==> config.mk <==
export PLATFORM = sky130hd
export DESIGN_NAME = smfs_ctrl
export DESIGN_NICKNAME = d
export VERILOG_FILES = /design/src/design/smfs_pkg.sv /design/src/design/smfs_ctrl.sv
export SDC_FILE = /design/constraint.sdc
export NUM_CORES = 1
export LEC_CHECK = 0
export BUFFER_PORTS_ARGS = -buffer_cell sky130_fd_sc_hd__buf_2
export CAP_MARGIN = 0
export CELL_PAD_IN_SITES_DETAIL_PLACEMENT = 1
export CELL_PAD_IN_SITES_GLOBAL_PLACEMENT = 1
export CORE_AREA = 2 2 39 41
export CTS_CLUSTER_DIAMETER = 100
export DETAILED_ROUTE_END_ITERATION = 10
export DIE_AREA = 0 0 41 43
export HOLD_SLACK_MARGIN = 0.06
export PLACE_DENSITY = 0.78
export SETUP_SLACK_MARGIN = 0.4
export SKIP_CTS_REPAIR_TIMING = 1
export SYNTH_ARGS = -nofsm -noshare
export SYNTH_HDL_FRONTEND = slang
export SYNTH_SLANG_ARGS = --single-unit
==> constraint.sdc <==
create_clock -name clk -period 2 [get_ports clk]
set_clock_uncertainty 0.2 [all_clocks]
set_input_delay 0 -clock clk [delete_from_list [all_inputs] [get_ports clk]]
set_output_delay 0 -clock clk [all_outputs]
set_load 0.03 [all_outputs]
==> src/design/smfs_pkg.sv <==
// ----------------------------------------------------------------------------
// smfs_pkg
// Shared types and constants for the slice mode finder.
// ----------------------------------------------------------------------------
`default_nettype none

package smfs_pkg;

  localparam int VALUE_W = 64;
  localparam int TDATA_W = 64;

  // Commands from the controller to the datapath
  typedef struct packed {
    logic capture;    // latch the accepted item
    logic search;     // match the value against the table, read its count
    logic update;     // count the element
    logic scan_init;  // seed the best candidate from the zero counters
    logic scan_step;  // read one table entry, compare the previous one
    logic emit;       // load the result register and clear the slice
  } smfs_cmd_t;

  // Status from the datapath to the controller
  typedef struct packed {
    logic slice_full; // slice already holds its maximum number of elements
    logic item_last;  // latched item closes the slice
    logic scan_done;  // every table entry has been compared
    logic out_free;   // result register can take a new result
  } smfs_stat_t;

endpackage

`default_nettype wire

==> src/design/smfs_ctrl.sv <==
// ----------------------------------------------------------------------------
// smfs_ctrl
// Sequencer: accepts one item at a time, steps counted elements through
// search and count update; a slice end runs the table scan and result load.
// ----------------------------------------------------------------------------
`default_nettype none

module smfs_ctrl (
  input  wire logic              clk,
  input  wire logic              rst_n,
  input  wire logic              in_tvalid,
  output logic                   in_tready,
  input  wire logic              in_tlast,
  input  wire logic              in_empty,
  output smfs_pkg::smfs_cmd_t    cmd,
  input  wire smfs_pkg::smfs_stat_t stat
);
  import smfs_pkg::*;

  typedef enum logic [4:0] {
    S_IDLE   = 5'b00001,
    S_SEARCH = 5'b00010,
    S_UPDATE = 5'b00100,
    S_SCAN   = 5'b01000,
    S_EMIT   = 5'b10000
  } smfs_state_t;

  smfs_state_t state_r, state_nxt;
  logic        accept;

  assign in_tready = (state_r == S_IDLE);
  assign accept    = in_tvalid && in_tready;

  always_comb begin
    state_nxt = state_r;
    cmd       = '0;
    case (state_r)
      S_IDLE: begin
        if (accept) begin
          cmd.capture = 1'b1;
          if (in_empty) begin
            state_nxt = S_EMIT;
          end else if (!stat.slice_full) begin
            state_nxt = S_SEARCH;
          end else if (in_tlast) begin
            // drop the element but still close the slice
            cmd.scan_init = 1'b1;
            state_nxt     = S_SCAN;
          end
        end
      end
      S_SEARCH: begin
        cmd.search = 1'b1;
        state_nxt  = S_UPDATE;
      end
      S_UPDATE: begin
        cmd.update = 1'b1;
        if (stat.item_last) begin
          cmd.scan_init = 1'b1;
          state_nxt     = S_SCAN;
        end else begin
          state_nxt = S_IDLE;
        end
      end
      S_SCAN: begin
        if (stat.scan_done) begin
          state_nxt = S_EMIT;
        end else begin
          cmd.scan_step = 1'b1;
        end
      end
      S_EMIT: begin
        if (stat.out_free) begin
          cmd.emit  = 1'b1;
          state_nxt = S_IDLE;
        end
      end
      default: begin
        state_nxt = S_IDLE;
      end
    endcase
  end

  always_ff @(posedge clk) begin
    if (!rst_n) begin
      state_r <= S_IDLE;
    end else begin
      state_r <= state_nxt;
    end
  end

endmodule

`default_nettype wire

==> summary.txt <==
Status: completed
Cell Area, Synth: 371.6 sq um
Number of global-route vias before repair: 356
Drt drc: 0
Reg2Reg Capture Point: state_r[3]
Hold Path Class: primary input to register
Die Span Y: 43 um
Largest net degree at the start of global routing: 12
Post-layout util: 0.4494
Ys async rst share: 0
YS warnings: 0
Endpoints failing hold: 0
DRT Wirelength: 1.264 mm
Nets: 84
Critical path type: register to output pin
Gpl congestion: 0.7326
Ant. Diodes: 0
# fillers: 175
Overall power: 0.0003803 W
Die area: 1763 sq um
Worst-path clk slew: 50 ps
Largest regs: state_r (5)
Endpoints failing setup: 0
Number of flops mapped to enable cells by yosys: 0
Routed via count: 459
HP Start: in_tlast
Routed Antenna Nets: 0
Worst-Skew Late Latency: 260 ps
Leak: 0.2969 nW
Synthesized area per cell: 8.078 sq um
Slew Limit Fails: 0
Slew headroom: 0.8241
Initial DRC Count: 6
H-tree lvl count: 1
Area Overhead vs Synth: 67.34%
Core region area: 1384 sq um
DR WL/cell: 14.04 um
Gr usage total: 0.1406
Die W: 41 um
Max-cap violations: 0
Worst Tran Pin Value: 261.5 ps
RSZ-0062 raised after global routing: yes
Setup TNS: 0 ps
Hold endpoint: state_r[4]
Count of cell types in the netlist: 28
Biggest register: state_r
Sequential area share after synthesis: 0.2694
Min Tclk post-route: 1673 ps
Layout cells sized above 1: 0.4865
Critical Path AT: 1470 ps
Root buf cell: clkbuf_4
First-pass GRT wire length: 1.559 mm
Syn nets: 55
IO Count: 16
Fmax: 597.7 MHz
Detailed placer's ending HPWL: 754.5 um
Placed Cells: 75
Clk sinks: 5
Total gr overflow: 0
Max FFs per register: 5
Post-synthesis sequential element count: 5
Vias/cell: 5.100
Period utilization: 0.8365
Biggest cell delay along the critical path: 360 ps
Worst IR Drop VDD: 281.2 uV
PwrDens: 611.6 nW/um^2
Antenna violations before repair: 0
Commonest non-fill, non-tap cells in the layout: 12 x buf_2, 7 x buf_4, 6 x dlygate4sd3_1, 5 x nor2_1, 4 x nand2_1
Port bufs: 15
Num rows: 14
Most common cell after layout, fill and taps aside: buf_2
Primary FF master, synth: dfxtp_1
Final cell count without fillers: 90
Worst R2R Setup Slack: 430 ps
CP Cell Sequence: nor4_4 > nand3_2 > o31ai_4 > buf_6
Critical path capture point type: output pin
Slowest cell on the critical path: dfxtp_4
Worst Hold Depth: 4
Critical Path RT: 1800 ps
Starting Density: 0.2685
DRT Pass-1 Iters: 4
TritonCTS Buffers: 3
Post-Syn Instances: 46
Critical path peak fanout: 4
Bufs on Longest Clock Path: 2
Worst hold slack: 74.06 ps
Startpoint Class: register
CTS tree: built
R2R cell count: 5
Reg2Reg Launch Point: state_r[4]
[cell families after synthesis]
logic type,count (synthesis),synth area share
AO/OA/AOI/OAI,9,0.1953
flip-flops,5,0.2694
buffers and inverters,6,0.08415
multiplexers,1,0.02694
AND/OR/NAND/NOR,25,0.4243
[worst max-delay path by stage]
| stage | startpoint | endpoint |
|---|---|---|
| after floorplan | state_r[4] | state_r[3] |
| after global placement | state_r[4] | cmd[2] |
| after detailed placement | state_r[4] | cmd[2] |
| after CTS | state_r[4] | cmd[2] |
| after global routing | state_r[4] | cmd[2] |
| final | state_r[4] | cmd[2] |
[synth_stat cells (2+ instances only)]
master,n,area (sq um)
inv_1,4,15.01
and3_1,2,12.51
nor2_1,5,18.77
nand2_1,4,15.01
o31ai_1,2,15.01
dfxtp_1,5,100.1
nor3_1,3,15.01
[area by class of cell]
class                   instances  area (sq um)  area share
flip-flops and latches          5         111.4      0.1791
multi-input cells              35         265.3      0.4266
well taps                      16         20.02     0.03219
clock buffers                   4         26.28     0.04225
inverters                       4         15.01     0.02414
repair buffers                 26         183.9      0.2958
[where the power goes]
part           internal (W)  switching [W]
Sequential         0.000107      0.0000181
Clock             0.0000761      0.0000516
Combinational     0.0000612      0.0000664
Total              0.000244       0.000136
[routing by layer]
| layer | share of wire | track usage | vias to the layer above |
|---|---|---|---|
| met5 | 0 | 0 | - |
| met4 | 0.030 | 0.1200 | 0 |
| met3 | 0.055 | 0.04712 | 4 |
| met2 | 0.54 | 0.1844 | 18 |
| met1 | 0.38 | 0.1736 | 216 |
| li1 | - | - | 221 |
[stage by stage]
step           area [sq um]  setup WS [ps]
2_1_floorplan         382.9          380.8
3_3_place_gp          461.7          491.9
3_5_place_dp          461.7          456.4
4_1_cts               488.0          179.4
5_1_grt               621.8          249.9
6_report              621.8          327.0
[critical path: cells and delay by family, from the launching register on]
| family | cells | cell delay (ps) |
|---|---|---|
| AOI/OAI and AO/OA | 1 | 230 |
| buffers and inverters | 1 | 170 |
| DFF | 1 | 360 |
| and+or+nand+nor | 2 | 460 |
Note: power is estimated with default switching activity, not from simulation.
